$ cat src/hw/rtl/cldev_pkg.sv
`default_nettype none

package cldev_pkg;

  // Default number of tracked channels.
  localparam int NumChannelsDef = 16;

  // Field widths.
  localparam int ChanW   = 4;
  localparam int LevelW  = 12;
  localparam int ThrW    = 10;
  localparam int DelayW  = 20;
  localparam int TimeW   = 32;
  localparam int ApbAddrW = 4;
  localparam int ApbDataW = 32;

  // Register indexes (word address paddr[3:2]).
  localparam logic [1:0] RegDevThr   = 2'd0;
  localparam logic [1:0] RegMinRef   = 2'd1;
  localparam logic [1:0] RegAlertDly = 2'd2;

  // Register reset values.
  localparam logic [ThrW-1:0]          DevThrRst   = 10'd100;
  localparam logic signed [LevelW-1:0] MinRefRst   = -12'sd400;
  localparam logic [DelayW-1:0]        AlertDlyRst = 20'd6000;

  typedef enum logic [1:0] {
    WARN_NONE  = 2'd0,
    WARN_LOUD  = 2'd1,
    WARN_QUIET = 2'd2
  } warn_e;

  // Configuration registers as seen by the datapath.
  typedef struct packed {
    logic [ThrW-1:0]          dev_thr;
    logic signed [LevelW-1:0] min_ref;
    logic [DelayW-1:0]        alert_dly;
  } cfg_t;

  // One check transaction.
  typedef struct packed {
    logic [ChanW-1:0]         channel;
    logic                     is_monitored;
    logic                     reference_present;
    logic signed [LevelW-1:0] reference_level;
    logic signed [LevelW-1:0] channel_level;
    logic [TimeW-1:0]         now_ms;
  } item_t;

  // Per-channel tracking entry.
  typedef struct packed {
    warn_e            warning;
    logic             loud_trk;
    logic [TimeW-1:0] loud_since;
    logic             quiet_trk;
    logic [TimeW-1:0] quiet_since;
  } entry_t;

endpackage

`default_nettype wire

$ cat src/hw/rtl/cldev_regs.sv
`default_nettype none

module cldev_regs
  import cldev_pkg::*;
(
  input  wire logic                clk_i,
  input  wire logic                rst_ni,
  input  wire logic                psel,
  input  wire logic                penable,
  input  wire logic                pwrite,
  input  wire logic [ApbAddrW-1:0] paddr,
  input  wire logic [ApbDataW-1:0] pwdata,
  output logic      [ApbDataW-1:0] prdata,
  output logic                     pready,
  output cfg_t                     cfg_o
);

  logic [ThrW-1:0]          dev_thr_q;
  logic signed [LevelW-1:0] min_ref_q;
  logic [DelayW-1:0]        alert_dly_q;
  logic                     wr_en;
  logic [1:0]               reg_idx;

  assign pready  = 1'b1;
  assign wr_en   = psel & penable & pwrite;
  assign reg_idx = paddr[3:2];

  // Register writes complete in the access phase.
  always_ff @(posedge clk_i or negedge rst_ni) begin
    if (!rst_ni) begin
      dev_thr_q   <= DevThrRst;
      min_ref_q   <= MinRefRst;
      alert_dly_q <= AlertDlyRst;
    end else if (wr_en) begin
      unique case (reg_idx)
        RegDevThr:   dev_thr_q   <= pwdata[ThrW-1:0];
        RegMinRef:   min_ref_q   <= pwdata[LevelW-1:0];
        RegAlertDly: alert_dly_q <= pwdata[DelayW-1:0];
        default: ;
      endcase
    end
  end

  // Read back.
  always_comb begin
    unique case (reg_idx)
      RegDevThr:   prdata = ApbDataW'(dev_thr_q);
      RegMinRef:   prdata = ApbDataW'(min_ref_q);
      RegAlertDly: prdata = ApbDataW'(alert_dly_q);
      default:     prdata = '0;
    endcase
  end

  assign cfg_o.dev_thr   = dev_thr_q;
  assign cfg_o.min_ref   = min_ref_q;
  assign cfg_o.alert_dly = alert_dly_q;

endmodule

`default_nettype wire

$ cat src/hw/rtl/cldev_state.sv
`default_nettype none

module cldev_state
  import cldev_pkg::*;
#(
  parameter int NumChannels = NumChannelsDef,
  localparam int IdxW = (NumChannels > 1) ? $clog2(NumChannels) : 1
) (
  input  wire logic            clk_i,
  input  wire logic            rst_ni,
  input  wire logic            rd_en_i,
  input  wire logic [IdxW-1:0] rd_addr_i,
  output entry_t               rd_data_o,
  input  wire logic            wr_en_i,
  input  wire logic [IdxW-1:0] wr_addr_i,
  input  wire entry_t          wr_data_i
);

  entry_t               mem [NumChannels];
  logic [NumChannels-1:0] vld_q;
  entry_t               rd_q;
  logic                 rd_vld_q;
  logic                 byp_q;
  entry_t               byp_data_q;

  // Entry storage, no reset; valid bits stand in for the cleared state.
  always_ff @(posedge clk_i) begin
    if (wr_en_i) begin
      mem[wr_addr_i] <= wr_data_i;
    end
  end

  always_ff @(posedge clk_i) begin
    if (rd_en_i) begin
      rd_q       <= mem[rd_addr_i];
      byp_data_q <= wr_data_i;
    end
  end

  // Valid bits and forwarding flags.
  always_ff @(posedge clk_i or negedge rst_ni) begin
    if (!rst_ni) begin
      vld_q    <= '0;
      rd_vld_q <= 1'b0;
      byp_q    <= 1'b0;
    end else begin
      if (wr_en_i) begin
        vld_q[wr_addr_i] <= 1'b1;
      end
      if (rd_en_i) begin
        rd_vld_q <= vld_q[rd_addr_i];
        byp_q    <= wr_en_i && (wr_addr_i == rd_addr_i);
      end
    end
  end

  // A write to the same entry in the read cycle wins over the stale read.
  always_comb begin
    if (byp_q) begin
      rd_data_o = byp_data_q;
    end else if (rd_vld_q) begin
      rd_data_o = rd_q;
    end else begin
      rd_data_o = '0;
    end
  end

endmodule

`default_nettype wire

$ cat src/hw/rtl/cldev_eval.sv
`default_nettype none

module cldev_eval
  import cldev_pkg::*;
#(
  parameter int NumChannels = NumChannelsDef
) (
  input  wire item_t  item_i,
  input  wire entry_t entry_i,
  input  wire cfg_t   cfg_i,
  output entry_t      entry_o,
  output logic        wr_en_o,
  output warn_e       warning_o
);

  logic signed [LevelW:0]   diff;
  logic signed [LevelW+1:0] thr_s;
  logic                     in_range;
  logic                     ok;
  logic                     is_loud;
  logic                     is_quiet;
  logic [TimeW-1:0]         loud_since;
  logic [TimeW-1:0]         quiet_since;
  logic [TimeW-1:0]         loud_elapsed;
  logic [TimeW-1:0]         quiet_elapsed;
  logic [TimeW-1:0]         dly;
  entry_t                   nxt;

  assign in_range = 32'(item_i.channel) < 32'(NumChannels);
  assign ok       = item_i.reference_present & item_i.is_monitored;

  // Level compare against the reference.
  assign diff     = (LevelW+1)'(item_i.channel_level) - (LevelW+1)'(item_i.reference_level);
  assign thr_s    = $signed({4'b0, cfg_i.dev_thr});
  assign is_loud  = (LevelW+2)'(diff) > thr_s;
  assign is_quiet = ((LevelW+2)'(-diff) > thr_s) &&
                    (item_i.reference_level >= cfg_i.min_ref);

  // Persistence timing, wrapping subtraction.
  assign loud_since    = entry_i.loud_trk  ? entry_i.loud_since  : item_i.now_ms;
  assign quiet_since   = entry_i.quiet_trk ? entry_i.quiet_since : item_i.now_ms;
  assign loud_elapsed  = item_i.now_ms - loud_since;
  assign quiet_elapsed = item_i.now_ms - quiet_since;
  assign dly           = TimeW'(cfg_i.alert_dly);

  // Next entry.
  always_comb begin
    nxt = '0;
    priority if (!ok) begin
      nxt = '0;
    end else if (is_loud) begin
      nxt.warning    = (loud_elapsed >= dly) ? WARN_LOUD : entry_i.warning;
      nxt.loud_trk   = 1'b1;
      nxt.loud_since = loud_since;
    end else if (is_quiet) begin
      nxt.warning     = (quiet_elapsed >= dly) ? WARN_QUIET : entry_i.warning;
      nxt.quiet_trk   = 1'b1;
      nxt.quiet_since = quiet_since;
    end else begin
      nxt = '0;
    end
  end

  assign entry_o   = nxt;
  assign wr_en_o   = in_range;
  assign warning_o = in_range ? nxt.warning : WARN_NONE;

endmodule

`default_nettype wire

$ cat src/hw/rtl/channel_level_deviation_alarm.sv
// Channel level deviation alarm.
// Each input transaction is one periodic level check of one channel; each
// produces exactly one output transaction carrying the channel index and the
// channel's warning state after the check (none, too loud, too quiet).
// Both channels use valid/ready handshakes. Configuration (threshold,
// minimum reference level, alert delay) is written over the APB port at
// word addresses 0, 4 and 8; the user must write it only while no
// transaction is in flight, as the block itself does not enforce this.
// The accepting edge registers the transaction together with the channel's
// entry read from the state memory; once the output register is free, the
// entry write-back and the output register load happen at the same edge.
// Throughput: one transaction per cycle while the output is not stalled; a
// write to the same channel in the cycle of the next read is forwarded, so
// back-to-back checks of one channel see current state.
// Reset clears all channel entries at once through per-entry valid bits and
// restores register defaults; no clearing pass is needed.
// When the receiver stalls, the output register holds its result and the
// evaluation stage keeps one more transaction; input ready drops only when
// both are full and the output is not being taken.
`default_nettype none

module channel_level_deviation_alarm
  import cldev_pkg::*;
#(
  parameter int NumChannels = NumChannelsDef
) (
  input  wire logic                     clk_i,
  input  wire logic                     rst_ni,
  input  wire logic                     in_valid_i,
  output logic                          in_ready_o,
  input  wire logic [ChanW-1:0]         channel_i,
  input  wire logic                     is_monitored_i,
  input  wire logic                     reference_present_i,
  input  wire logic signed [LevelW-1:0] reference_level_i,
  input  wire logic signed [LevelW-1:0] channel_level_i,
  input  wire logic [TimeW-1:0]         now_ms_i,
  output logic                          out_valid_o,
  input  wire logic                     out_ready_i,
  output logic [ChanW-1:0]              channel_out_o,
  output logic [1:0]                    warning_o,
  input  wire logic                     psel,
  input  wire logic                     penable,
  input  wire logic                     pwrite,
  input  wire logic [ApbAddrW-1:0]      paddr,
  input  wire logic [ApbDataW-1:0]      pwdata,
  output logic [ApbDataW-1:0]           prdata,
  output logic                          pready
);

  localparam int IdxW = (NumChannels > 1) ? $clog2(NumChannels) : 1;

  cfg_t             cfg;
  item_t            in_item;
  item_t            item_q;
  logic             s1_valid_q;
  logic             s1_valid_d;
  logic             out_valid_q;
  logic [ChanW-1:0] out_chan_q;
  warn_e            out_warn_q;
  logic             accept;
  logic             out_free;
  logic             s1_adv;
  logic [31:0]      rd_chan_ext;
  logic [31:0]      wr_chan_ext;
  entry_t           rd_entry;
  entry_t           wr_entry;
  logic             eval_wr;
  warn_e            eval_warn;

  cldev_regs u_regs (
    .clk_i  (clk_i),
    .rst_ni (rst_ni),
    .psel   (psel),
    .penable(penable),
    .pwrite (pwrite),
    .paddr  (paddr),
    .pwdata (pwdata),
    .prdata (prdata),
    .pready (pready),
    .cfg_o  (cfg)
  );

  // Handshake control.
  assign out_free   = !out_valid_q || out_ready_i;
  assign s1_adv     = s1_valid_q && out_free;
  assign in_ready_o = !s1_valid_q || out_free;
  assign accept     = in_valid_i && in_ready_o;
  assign s1_valid_d = accept || (s1_valid_q && !s1_adv);

  assign in_item.channel           = channel_i;
  assign in_item.is_monitored      = is_monitored_i;
  assign in_item.reference_present = reference_present_i;
  assign in_item.reference_level   = reference_level_i;
  assign in_item.channel_level     = channel_level_i;
  assign in_item.now_ms            = now_ms_i;

  assign rd_chan_ext = 32'(channel_i);
  assign wr_chan_ext = 32'(item_q.channel);

  cldev_state #(
    .NumChannels(NumChannels)
  ) u_state (
    .clk_i    (clk_i),
    .rst_ni   (rst_ni),
    .rd_en_i  (accept),
    .rd_addr_i(rd_chan_ext[IdxW-1:0]),
    .rd_data_o(rd_entry),
    .wr_en_i  (s1_adv && eval_wr),
    .wr_addr_i(wr_chan_ext[IdxW-1:0]),
    .wr_data_i(wr_entry)
  );

  cldev_eval #(
    .NumChannels(NumChannels)
  ) u_eval (
    .item_i   (item_q),
    .entry_i  (rd_entry),
    .cfg_i    (cfg),
    .entry_o  (wr_entry),
    .wr_en_o  (eval_wr),
    .warning_o(eval_warn)
  );

  // Input register.
  always_ff @(posedge clk_i) begin
    if (accept) begin
      item_q <= in_item;
    end
  end

  // Output register payload.
  always_ff @(posedge clk_i) begin
    if (s1_adv) begin
      out_chan_q <= item_q.channel;
      out_warn_q <= eval_warn;
    end
  end

  // Stage valid flags.
  always_ff @(posedge clk_i or negedge rst_ni) begin
    if (!rst_ni) begin
      s1_valid_q  <= 1'b0;
      out_valid_q <= 1'b0;
    end else begin
      s1_valid_q <= s1_valid_d;
      if (s1_adv) begin
        out_valid_q <= 1'b1;
      end else if (out_ready_i) begin
        out_valid_q <= 1'b0;
      end
    end
  end

  assign out_valid_o   = out_valid_q;
  assign channel_out_o = out_chan_q;
  assign warning_o     = out_warn_q;

endmodule

`default_nettype wire

$ cat config.mk
export PLATFORM = sky130hd
export DESIGN_NAME = channel_level_deviation_alarm
export DESIGN_NICKNAME = d
export VERILOG_FILES = /design/src/hw/rtl/cldev_pkg.sv /design/src/hw/rtl/cldev_regs.sv /design/src/hw/rtl/cldev_state.sv /design/src/hw/rtl/cldev_eval.sv /design/src/hw/rtl/channel_level_deviation_alarm.sv
export SDC_FILE = /design/constraint.sdc
export NUM_CORES = 1
export LEC_CHECK = 0
export BUFFER_PORTS_ARGS = -buffer_cell sky130_fd_sc_hd__buf_2
export CORE_ASPECT_RATIO = 0.5
export CORE_MARGIN = 4
export CORE_UTILIZATION = 50
export DETAILED_ROUTE_END_ITERATION = 10
export GPL_TIMING_DRIVEN = 1
export PLACE_DENSITY = 0.77
export SETUP_SLACK_MARGIN = 0.02
export SYNTH_ARGS = -nofsm -noshare
export SYNTH_HDL_FRONTEND = slang
export SYNTH_SLANG_ARGS = --single-unit
$ cat constraint.sdc
create_clock -name clk_i -period 7 [get_ports clk_i]
set_clock_uncertainty 0.2 [all_clocks]
set_input_delay 0.35 -clock clk_i [delete_from_list [all_inputs] [get_ports clk_i]]
set_output_delay 0.35 -clock clk_i [all_outputs]
set_load 0.03 [all_outputs]
* Yosys cells after proc, flatten, opt, wreduce, memory -nomap -nowiden
Memory sizes are Yosys's and may differ from the RTL's. A register that Yosys moved wholly into a read port is not among the register bits. Cells that the tools add are included.
Word-level totals: flip-flop bits (word level) 198, bits in writable memories 1088, output and inout port bits 41, memories kept 1, bits of input ports 105, logic and storage cells 78
Memories:
- u_state.mem | words 16, bits a word 68, read ports 1, clocked after memory_dff 1, write ports 1, line cldev_state.sv:19 | entry_t mem [NumChannels];
Cells by class: $add $sub $neg 4, equal/unequal tests 3, multiplexer cells 20, reduce and logical (&&, ||, !) cells 17, $lt $le $gt $ge 8, bitwise logic cells 4
Operator list (count):
- two-way mux 68 bit | 3
- case mux 32 bit (3 select lines) | 1
- two-way mux 33 bit | 2
- greater-or-equal comparator 32 x 20 -> 1 bit | 2
- two-way mux 32 bit | 2
- subtractor 32 bit | 2
- two-way mux 35 bit | 1
- bitwise OR 16 bit | 1
- > comparator 14 x 11 -> 1 bit | 1
- negator 13 -> 14 bit | 1
- > comparator 13 x 11 -> 1 bit | 1
- subtractor 12 x 12 -> 13 bit | 1
- greater-or-equal comparator 12 bit | 1
- < comparator 4 x 5 -> 1 bit, second input constant | 2
- logical AND 1 bit | 6
- two-way mux 1 bit | 6
- two-way mux 2 bit | 3
- AND reduction 2 bit | 3
- binary-select mux 1 bit (select 4 bit) | 1
- demux 1 bit (select 4 bit) | 1
- == test 4 bit | 1
- greater-or-equal comparator 4 x 1 -> 1 bit, second input constant | 1
- AND 1 bit | 3
- logical NOT 1 bit | 3
- other kinds (5) | 7

* Depth between registers and ports, before layout
Gate-level depths: netlist of run 1.
depth in word-level cells 9, gate-level depth with buffers 29, mapped depth without buffers 26

* Hierarchy
From an unflattened synthesis of run 1, not the netlist that was laid out.
Second synthesis, totals: cells, all modules 3065, area total of the unflattened synthesis 57818.0 sq um
By module, submodules not included:
- cldev_state | seq. area each 37205.7 sq um, area an instance 46459.6 sq um, instances 1, cells each 1803
- cldev_eval | seq. area each 0.0 sq um, area an instance 7156.9 sq um, instances 1, cells each 1032
- channel_level_deviation_alarm | seq. area each 2092.0 sq um, area an instance 2152.1 sq um, instances 1, cells each 77
- cldev_regs | seq. area each 1071.0 sq um, area an instance 2049.5 sq um, instances 1, cells each 153

* Worst setup path before layout of run 1
No wires, ideal clock.
path kind register -> register, start register out_valid_q (netlist: out_valid_o), end register u_state.vld_q[0], stages on the path, launching flop included 6, clock period less this slack 6.563 ns, setup slack 0.437 ns, required time 6.706 ns, data arrival time 6.270 ns, setup time 0.094 ns, buffers on the path 0, cell sequence dfrtp_1 > nand2b_1 > nand2_1 > or3_1 > nor3_1 > or2_2
Between the ends: longest elaborated chain between the ends 3
RTL lines:
- from (decl) | line channel_level_deviation_alarm.sv:57 | logic out_valid_q;
- from (signal assigned) | line channel_level_deviation_alarm.sv:143 | out_valid_q <= 1'b0;
- from (signal assigned) | line channel_level_deviation_alarm.sv:147 | out_valid_q <= 1'b1;
- from (signal assigned) | line channel_level_deviation_alarm.sv:149 | out_valid_q <= 1'b0;
- logical NOT 1 bit | line channel_level_deviation_alarm.sv:84 | assign out_free = !out_valid_q || out_ready_i;
- logical OR 1 bit | line channel_level_deviation_alarm.sv:84
- logical AND 1 bit | line channel_level_deviation_alarm.sv:85 | assign s1_adv = s1_valid_q && out_free;
- to (signal assigned) | line cldev_state.sv:43 | vld_q <= '0;
- to (signal, indexed assignment) | line cldev_state.sv:48 | vld_q[wr_addr_i] <= 1'b1;
- to (decl) | line cldev_state.sv:20 | logic [NumChannels-1:0] vld_q;
No other way between the ends. A chain may end at the register's enable or synchronous reset.

* Final worst setup path of run 1
start register u_state.byp_q, end memory u_state.mem[11][67] (netlist name), data pin
Between the ends: longest elaborated chain between the ends 8, elaborated cells on any way between the ends 12, classes of those cells add/sub: 2; order compare: 2; mux: 8
RTL lines:
- from (decl) | line cldev_state.sv:23 | logic byp_q;
- from (signal assigned) | line cldev_state.sv:52 | byp_q <= wr_en_i && (wr_addr_i == rd_addr_i);
- two-way mux 68 bit * | line cldev_state.sv:59 | if (byp_q) begin
- two-way mux 32 bit | line cldev_eval.sv:41 | assign quiet_since = entry_i.quiet_trk ? entry_i.quiet_since : item_i.now_ms;
- subtractor 32 bit | line cldev_eval.sv:43 | assign quiet_elapsed = item_i.now_ms - quiet_since;
- greater-or-equal comparator 32 x 20 -> 1 bit | line cldev_eval.sv:56 | nxt.warning = (quiet_elapsed >= dly) ? WARN_QUIET : entry_i.warning;
- two-way mux 2 bit | line cldev_eval.sv:56
- two-way mux 2 bit | line cldev_eval.sv:55 | end else if (is_quiet) begin
- two-way mux 35 bit * | line cldev_eval.sv:51 | end else if (is_loud) begin
- two-way mux 68 bit * | line cldev_eval.sv:49 | priority if (!ok) begin
- net eval_warn[1] | line channel_level_deviation_alarm.sv:68 | warn_e eval_warn;
- to (decl) | line cldev_state.sv:19
Mark *: on every way through the listed nets, which the timed path passes. The rest lies on a longest branch.

==> impl_metrics.csv, run 1 <==
group,metric,value,unit
outcome,status,"finished, final reports clean",
placement,placed_cell_area,59870,µm²
finish,drive_above_1_share,23.55,%
power_and_ir_drop,ir_worst_vdd,231.8,µV
setup_path,critPathKind,"flop to flop",
timing,rsz0062_at_grt,"false",
floorplan,core_area,113100,µm²
grt,grt.met3_usage,5.707,%
yosys,synth.top_cell.area_share,67.90,%
route,via_per_inst,6.432,
grt,use_met1,34.45,%
finish,postLayoutCellArea,64640,µm²
finish,nFillCells,8054,
route,totalWireLength,146.9,mm
route,route.detailed.drc,0,
finish,utilization,57.16,%
floorplan,pin_count,146,
cts,root_buffer,"clkbuf_16",
timing,finalCritPeriodShare,92.70,%
yosys,netlist_area,57140,µm²
grt,grt_pass1_wl,216.5,mm
flow_run,cap_viol_max_count,0,
yosys,synth_fp_nets,3356,
setup_path,worst_ep_required_time,7.23,ns
cts,numClockSinks,1354,
yosys,synth.most_common_cell,"edfxtp_1",
route,vias,31960,
cts,clkTransAtPathRegs,0.07,ns
floorplan,die_w,486.1,µm
cts,cts_tree,"done",
power_and_ir_drop,pwr-share-clk,33.8,%
grt,grt_start_max_net_pins,151,
timing,slew_viol_final,0,
yosys,ys.flop_type,"edfxtp_1",
placement,gp_congestion,0.9899,
yosys,yosysWarnings,0,
yosys,synth.distinct_cells,83,
placement,io_buffer_count,130,
cts,cts_buffers,114,
finish,n_antenna_cell,0,
timing,setup_viol,0,
timing,fin_crit,6.489,ns
placement,hpwl,83.73,mm
route,drtIter0Drc,4431,
cts,clock_path_buffers,3,
power_and_ir_drop,switching_share,26.87,%
setup_path,crit_fanout,18,
route,wl_per_cell,29.57,µm
yosys,postSynthCellCount,3102,
timing,worst_pin_slew,1.304,ns
power_and_ir_drop,combPwrFrac,17.9,%
setup_path,arrival,6.72,ns
floorplan,die_y,247.0,µm
power_and_ir_drop,power.density,299.7,nW/µm²
floorplan,initial_core_util,50.52,%
power_and_ir_drop,p_leak,22.49,nW
floorplan,num_rows,87,
power_and_ir_drop,seq_power_share,48.2,%
power_and_ir_drop,intPower,14.17,mW
yosys,synth_common_cells,"edfxtp_1, mux4_2, nor2_1, ha_1, o21ai_0",
timing,slew_headroom,12.73,%
yosys,synthTopCellsByArea,"edfxtp_1, mux4_2, ha_1",
grt,antenna_found_initial,4,
yosys,ys_ff_latch,1354,
min_path,hp-class,"input pin to flop",
cts,insertion_delay,0.76,ns
yosys,yosysSeqAreaShare,70.65,%
yosys,syn_avg_cell_area,18.42,µm²
yosys,yosys.area.top_type,"edfxtp_1",
finish,seqCellArea,40370,µm²
grt,grt_use_total,24.65,%
grt,grt_pass1_vias,32070,
yosys,synth_edf_count,1292,
timing,hold_violations,0,
power_and_ir_drop,p_sw,5.205,mW
finish,multi_input_area,15990,µm²
setup_path,cp-start-kind,"flop",
setup_path,cp-end-kind,"flop",
timing,fmax,154.1,MHz
finish,fin_nets,3615,
route,dr.pass1.iters,6,
finish,area_delta_synth_final,13.13,%
yosys,async_flop_share,4.579,%
timing,setup-tns-final,0,ns
grt,overflow,0,
route,ant_nets,0,
floorplan,dieArea,120100,µm²
cts,htreeDepth,3,
grt,busiest_layer,"met2",
grt,met2_usage,39.38,%
cells in the final DEF, fill, tap and decap left out, types with 27 or more instances in the layout:
cell type and n:
a21oi_1 109, xnor2_1 30, clkbuf_16 115, dlygate4sd3_1 89
a221o_1 30, nand3_1 27, ha_1 146, dfrtp_1 45
edfxtp_1 1292, buf_4 69, buf_2 126, a22oi_1 32
xor2_1 27, a21o_1 49, inv_1 84, nor2_1 141
o21ai_0 120, mux4_2 345, nand2_1 109
registers in the layout (all words and copies together) (netlist names), 2 cells and up:
register and count:
u_state.mem 1088, u_state.byp_data_q 68, u_state.rd_q 68, item_q 62
u_regs.alert_dly_q 20, u_state.vld_q 16, u_regs.min_ref_q 12, u_regs.dev_thr_q 10
channel_out_o 4, warning_o 2
critical path, cell delays in order (launching register included):
cell and delay (ns):
dfrtp_4 0.54, nor2b_4 0.18, buf_4 0.14, buf_4 0.16, buf_4 0.22, buf_4 0.25, a221o_1 0.17, o21ai_0 0.18
ha_1 0.47, and3_1 0.22, nand4_1 0.13, a211o_1 0.32, nand3_1 0.16, a41oi_1 0.15, xnor2_1 0.17, ha_1 0.19
inv_1 0.05, o2111ai_1 0.09, a2111oi_0 0.47, nand4_1 0.16, a311o_1 0.29, nor4_1 0.18, nand4_1 0.14, nor4_1 0.33
buf_4 0.17, a31o_1 0.23, o211ai_4 0.20
metrics by stage:
| stage | instances | power (mW) | hold slack [ns] | setup slack [ns] |
|---|---|---|---|---|
| floorplan | 3102 | 11.79 | -0.1456 | 0.4366 |
| global placement | 4667 | 12.73 | 0.2455 | 0.4357 |
| detailed placement | 4667 | 12.81 | 0.2478 | 0.3760 |
| CTS | 4967 | 19.35 | 0.02365 | 0.3006 |
| global route | 4969 | 20.14 | 0.09619 | 0.09166 |
| finish | 4969 | 19.37 | 0.09476 | 0.5107 |
cells by family (layout without fill, tap and decap cells):
| kind of cell | Yosys count | count (layout) | synth area share (%) |
|---|---|---|---|
| AOI/OAI and AO/OA | 471 | 471 | 5.492 |
| xor gates and xnor gates | 57 | 57 | 0.8737 |
| adders and majority gates | 149 | 149 | 3.302 |
| buffers and inverters | 238 | 592 | 1.666 |
| DFF | 1354 | 1354 | 70.65 |
| muxes | 377 | 377 | 14.19 |
| other | 1 | 1 | 0.006563 |
| and+or+nand+nor | 455 | 455 | 3.817 |
area by class of cell:
| cell class | instances | area share [%] |
|---|---|---|
| flip-flops and latches | 1354 | 62.45 |
| multi-input cells | 1510 | 24.73 |
| clock buffers | 139 | 4.622 |
| repair buffers | 295 | 3.453 |
| well taps | 1513 | 2.928 |
| clock inverters | 72 | 1.297 |
| inverters | 86 | 0.5110 |
routing by layer:
layer	vias to the layer above	wire, µm
li1	13120	-
met1	16460	56780
met2	2090	69740
met3	288	16400
met4	4	3970
met5	-	27
path summary, 6_finish.rpt:
check | from | end | slack (ns) | cells after the start
min in group asynchronous | rst_ni | u_regs.alert_dly_q[19] | 0.19 | 3
max in group asynchronous | rst_ni | u_state.byp_q | 5.72 | 3
hold / removal | psel | u_regs.min_ref_q[11] | 0.09 | 6
setup reg to reg | u_state.byp_q | u_state.mem[11][67] | 0.51 | 26
hold reg to reg | u_state.vld_q[1] | u_state.vld_q[1] | 0.26 | 1
setup / recovery | u_state.byp_q | u_state.mem[11][67] | 0.51 | 26
what timing repair did:
| item | CTS | global route |
|---|---|---|
| setup buffers | 0 | 2 |
| endpoints found under the setup margin | 0 | 36 |
| gates resized for setup | 0 | 7 |
| hold buffers | 89 | 0 |
| hold endpoints to repair | 152 | 0 |
power groups by stage:
stage	Combinational, mW	Clock [mW]	Sequential [mW]
6_report	3.47	6.56	9.35
5_1_grt	3.75	7.03	9.36
4_1_cts	3.38	6.63	9.34
3_5_place_dp	3.30	0	9.51
3_3_place_gp	3.24	0	9.49
2_1_floorplan	2.32	0	9.46
Power figures use the tool's default switching activity.
==> run 2: changes to the inputs <==
- SYNTH_HIERARCHICAL: not set -> 1
- clock period: 7 -> 7.85 ns (I/O delays scaled with it)
==> run 2 against run 1 <==
Effect of this change:
- critical path depth down 3
- worst setup slack better by 0.14 ns
- worst hold slack worse by 0.089 ns
- clock power down 16%
- non-clock buffer count down 19
- count of clock-buffer cells in the layout up 3
- area after synthesis up 1.2%
- power down 14%
- core utilization down 0.38 points
- routed wire length down 2.5%
- largest cell class unchanged
- largest power group unchanged
- highest routed layer unchanged
==> impl_metrics.csv, run 2 <==
group,metric,value,unit
finish,top_register,"u_state/mem",
cts,cts_buffers,111,
yosys,synth_top_family_by_area,"multiplexers",
floorplan,die_y,248.5,µm
yosys,async_flop_share,4.579,%
power_and_ir_drop,power,16.61,mW
setup_path,critPathKind,"flop to flop",
yosys,synth_edf_count,1292,
cts,hold_buffers,86,
power_and_ir_drop,seq_power_share,49.7,%
yosys,synth.most_common_cell,"edfxtp_1",
outcome,status,"finished, final reports clean",
cts,numClockSinks,1354,
timing,setup_viol,0,
grt,grt_use_total,23.43,%
timing,slew_viol_final,0,
setup_path,arrival,7.56,ns
placement,hpwl,81.76,mm
route,route.detailed.drc,0,
route,drtIter0Drc,4409,
min_path,holdPathStages,1,
floorplan,pin_count,146,
timing,slew_headroom,17.81,%
cts,cts_resized,0,
power_and_ir_drop,power.density,257.1,nW/µm²
route,dr.pass1.iters,6,
finish,postLayoutCellArea,64590,µm²
placement,io_buffer_count,130,
timing,hold_ws,0.005393,ns
placement,place_worst_setup_slack,0.8092,ns
power_and_ir_drop,p_leak,21.18,nW
grt,overflow,0,
cts,clkTransAtPathRegs,0.07,ns
yosys,synth_fp_nets,3320,
timing,hold_violations,0,
floorplan,num_rows,87,
yosys,yosysSeqAreaShare,69.82,%
setup_path,cp-end-kind,"flop",
yosys,yosys.area.top_type,"edfxtp_1",
route,vias,31210,
yosys,synth.distinct_cells,86,
floorplan,die_w,488.9,µm
grt,grt_pass1_wl,210.8,mm
route,wl_per_cell,29.16,µm
timing,fin_crit,7.199,ns
cts,cts_tree,"done",
grt,antenna_found_initial,4,
yosys,synth.area.mux_share,15.72,%
finish,drive_above_1_share,23.76,%
timing,setup-tns-final,0,ns
timing,rsz0062_at_grt,"false",
timing,finalCritPeriodShare,91.71,%
yosys,ys_ff_latch,1354,
cts,insertion_delay,0.74,ns
setup_path,crit_fanout,18,
setup_path,reg2reg_from,"u_state/byp_q",
yosys,netlist_area,57820,µm²
power_and_ir_drop,combPwrFrac,17.1,%
min_path,min-delay-start,"channel_i[1]",
yosys,ys.flop_type,"edfxtp_1",
timing,timing.final.ws_setup,0.6510,ns
power_and_ir_drop,pwr-share-clk,33.2,%
flow_run,cap_viol_max_count,0,
cts,root_buffer,"clkbuf_16",
finish,top_regs,"u_state/mem: 1088 flops, u_state/byp_data_q: 68 flops, u_state/rd_q: 68 flops",
cts,clock_path_buffers,3,
finish,layout_commonest_cell,"edfxtp_1",
timing,worst_pin_slew,1.228,ns
finish,layout_common_cells,"edfxtp_1, mux4_2, ha_1",
yosys,synth_common_cells,"edfxtp_1, mux4_2, ha_1, nor2_1, a21oi_1",
min_path,hp-class,"input pin to flop",
setup_path,r2r_slack,0.65,ns
yosys,synthSimpleGateAreaFrac,3.666,%
finish,fin_nets,3559,
finish,largest_register_ff_count,1088,
grt,grt_start_max_net_pins,125,
power_and_ir_drop,intPower,12.18,mW
placement,gp_congestion,0.9806,
floorplan,dieArea,121500,µm²
grt,grt_pass1_vias,31480,
route,via_per_inst,6.356,
power_and_ir_drop,p_sw,4.424,mW
yosys,synthXorXnorAreaFrac,1.013,%
route,totalWireLength,143.2,mm
placement,placed_cell_area,60160,µm²
cts,htreeDepth,3,
finish,area_delta_synth_final,11.71,%
floorplan,core_area,113800,µm²
setup_path,startpoint,"u_state/byp_q",
setup_path,ff2ff_path_depth,23,
yosys,synthAdderAreaFrac,3.285,%
yosys,synth_compound_area_share,4.443,%
yosys,yosysWarnings,6,
yosys,postSynthCellCount,3065,
yosys,syn_avg_cell_area,18.86,µm²
route,ant_nets,0,
setup_path,cp-start-kind,"flop",
power_and_ir_drop,ir_worst_vdd,193.5,µV
setup_path,worst_ep_required_time,8.21,ns
power_and_ir_drop,switching_share,26.64,%
cts,cts_setup_buffers,0,
setup_path,rr_endpoint,"u_state/mem[0][66]",
yosys,synth.top_cell.area_share,67.10,%
yosys,synthTopCellsByArea,"edfxtp_1, mux4_2, ha_1",
timing,fmax,138.9,MHz
floorplan,initial_core_util,50.83,%
min_path,holdPathEnd,"item_q[59]",
run 2: cell types whose count changed in the layout (fill, tap and decap cells not counted), sizes merged, moves of 16 or more:
cell,change
mux2i,+64
a21oi,-18
mux2,+28
buf,-16
a221o,-30
nand2,-30
nor2,-26
o21ai,-53
a22oi,-33
a22o,+65
run 2: per-layer routing:
metal  part of all wire [%]  track usage [%]
met1                     39            33.75
met2                     47            36.44
met3                     11            5.145
met4                    2.5            6.510
met5                 0.0098          0.03917
run 2: how the worst max path moves through the flow:
stage | endpoint | slack, ns | depth (start not counted)
6_report | u_state/mem[0][66] | 0.65 | 23
4_1_cts | u_state/mem[0][66] | 0.75 | 23
2_1_floorplan | u_state/vld_q[0] | 1.00 | 5
3_3_place_gp | warning_o[0] | 0.81 | 23
3_5_place_dp | u_state/mem[0][66] | 0.81 | 23
5_1_grt | u_state/mem[0][66] | 0.25 | 23
run 2: per-stage QoR:
| stage | util, % | cells |
|---|---|---|
| 4_1_cts | 56.78 | 4910 |
| 3_5_place_dp | 52.89 | 4618 |
| 3_3_place_gp | 52.89 | 4618 |
| 5_1_grt | 56.78 | 4911 |
| 6_report | 56.78 | 4911 |
| 2_1_floorplan | - | 3065 |
run 2: power groups by stage:
stage,combinational [mW],clock [mW],sequential (mW)
3_5_place_dp,2.74,0,8.40
4_1_cts,2.79,5.59,8.25
2_1_floorplan,1.97,0,8.36
6_report,2.85,5.51,8.25
5_1_grt,3.09,5.92,8.26
3_3_place_gp,2.68,0,8.39
run 2: worst max-delay path, stage by stage, from the launching register on:
cell      delay, ns
dfrtp_2        0.55
nor2b_4        0.20
a22o_2         0.34
buf_4          0.36
mux2i_1        0.42
ha_1           0.40
a21oi_1        0.19
o21ai_0        0.17
a31oi_1        0.43
o21ai_0        0.25
a21boi_0       0.26
xnor2_1        0.19
ha_1           0.30
a211oi_1       0.24
nand2_1        0.11
a211oi_1       0.17
o21ai_0        0.11
o32ai_1        0.30
nand4_1        0.15
nor4_1         0.29
nand4_1        0.17
or4b_1         0.55
a22oi_1        0.40
buf_4          0.28
run 2: cell families after synthesis:
family	count (synthesis)
muxes	468
adders and majority gates	150
xor gates and xnor gates	66
and+or+nand+nor	416
DFF	1354
other	2
AOI/OAI and AO/OA	377
buffers and inverters	232
run 2: area by class of cell:
cell class,count,area [µm²]
Tap cell,1513,1893
Antenna cell,1,2.502
Timing Repair Buffer,276,2034
Multi-Input combinational cell,1479,16410
Sequential cell,1354,40370
Inverter,82,307.8
Clock buffer,142,2954
Fill cell,8111,49160
Clock inverter,64,611.8
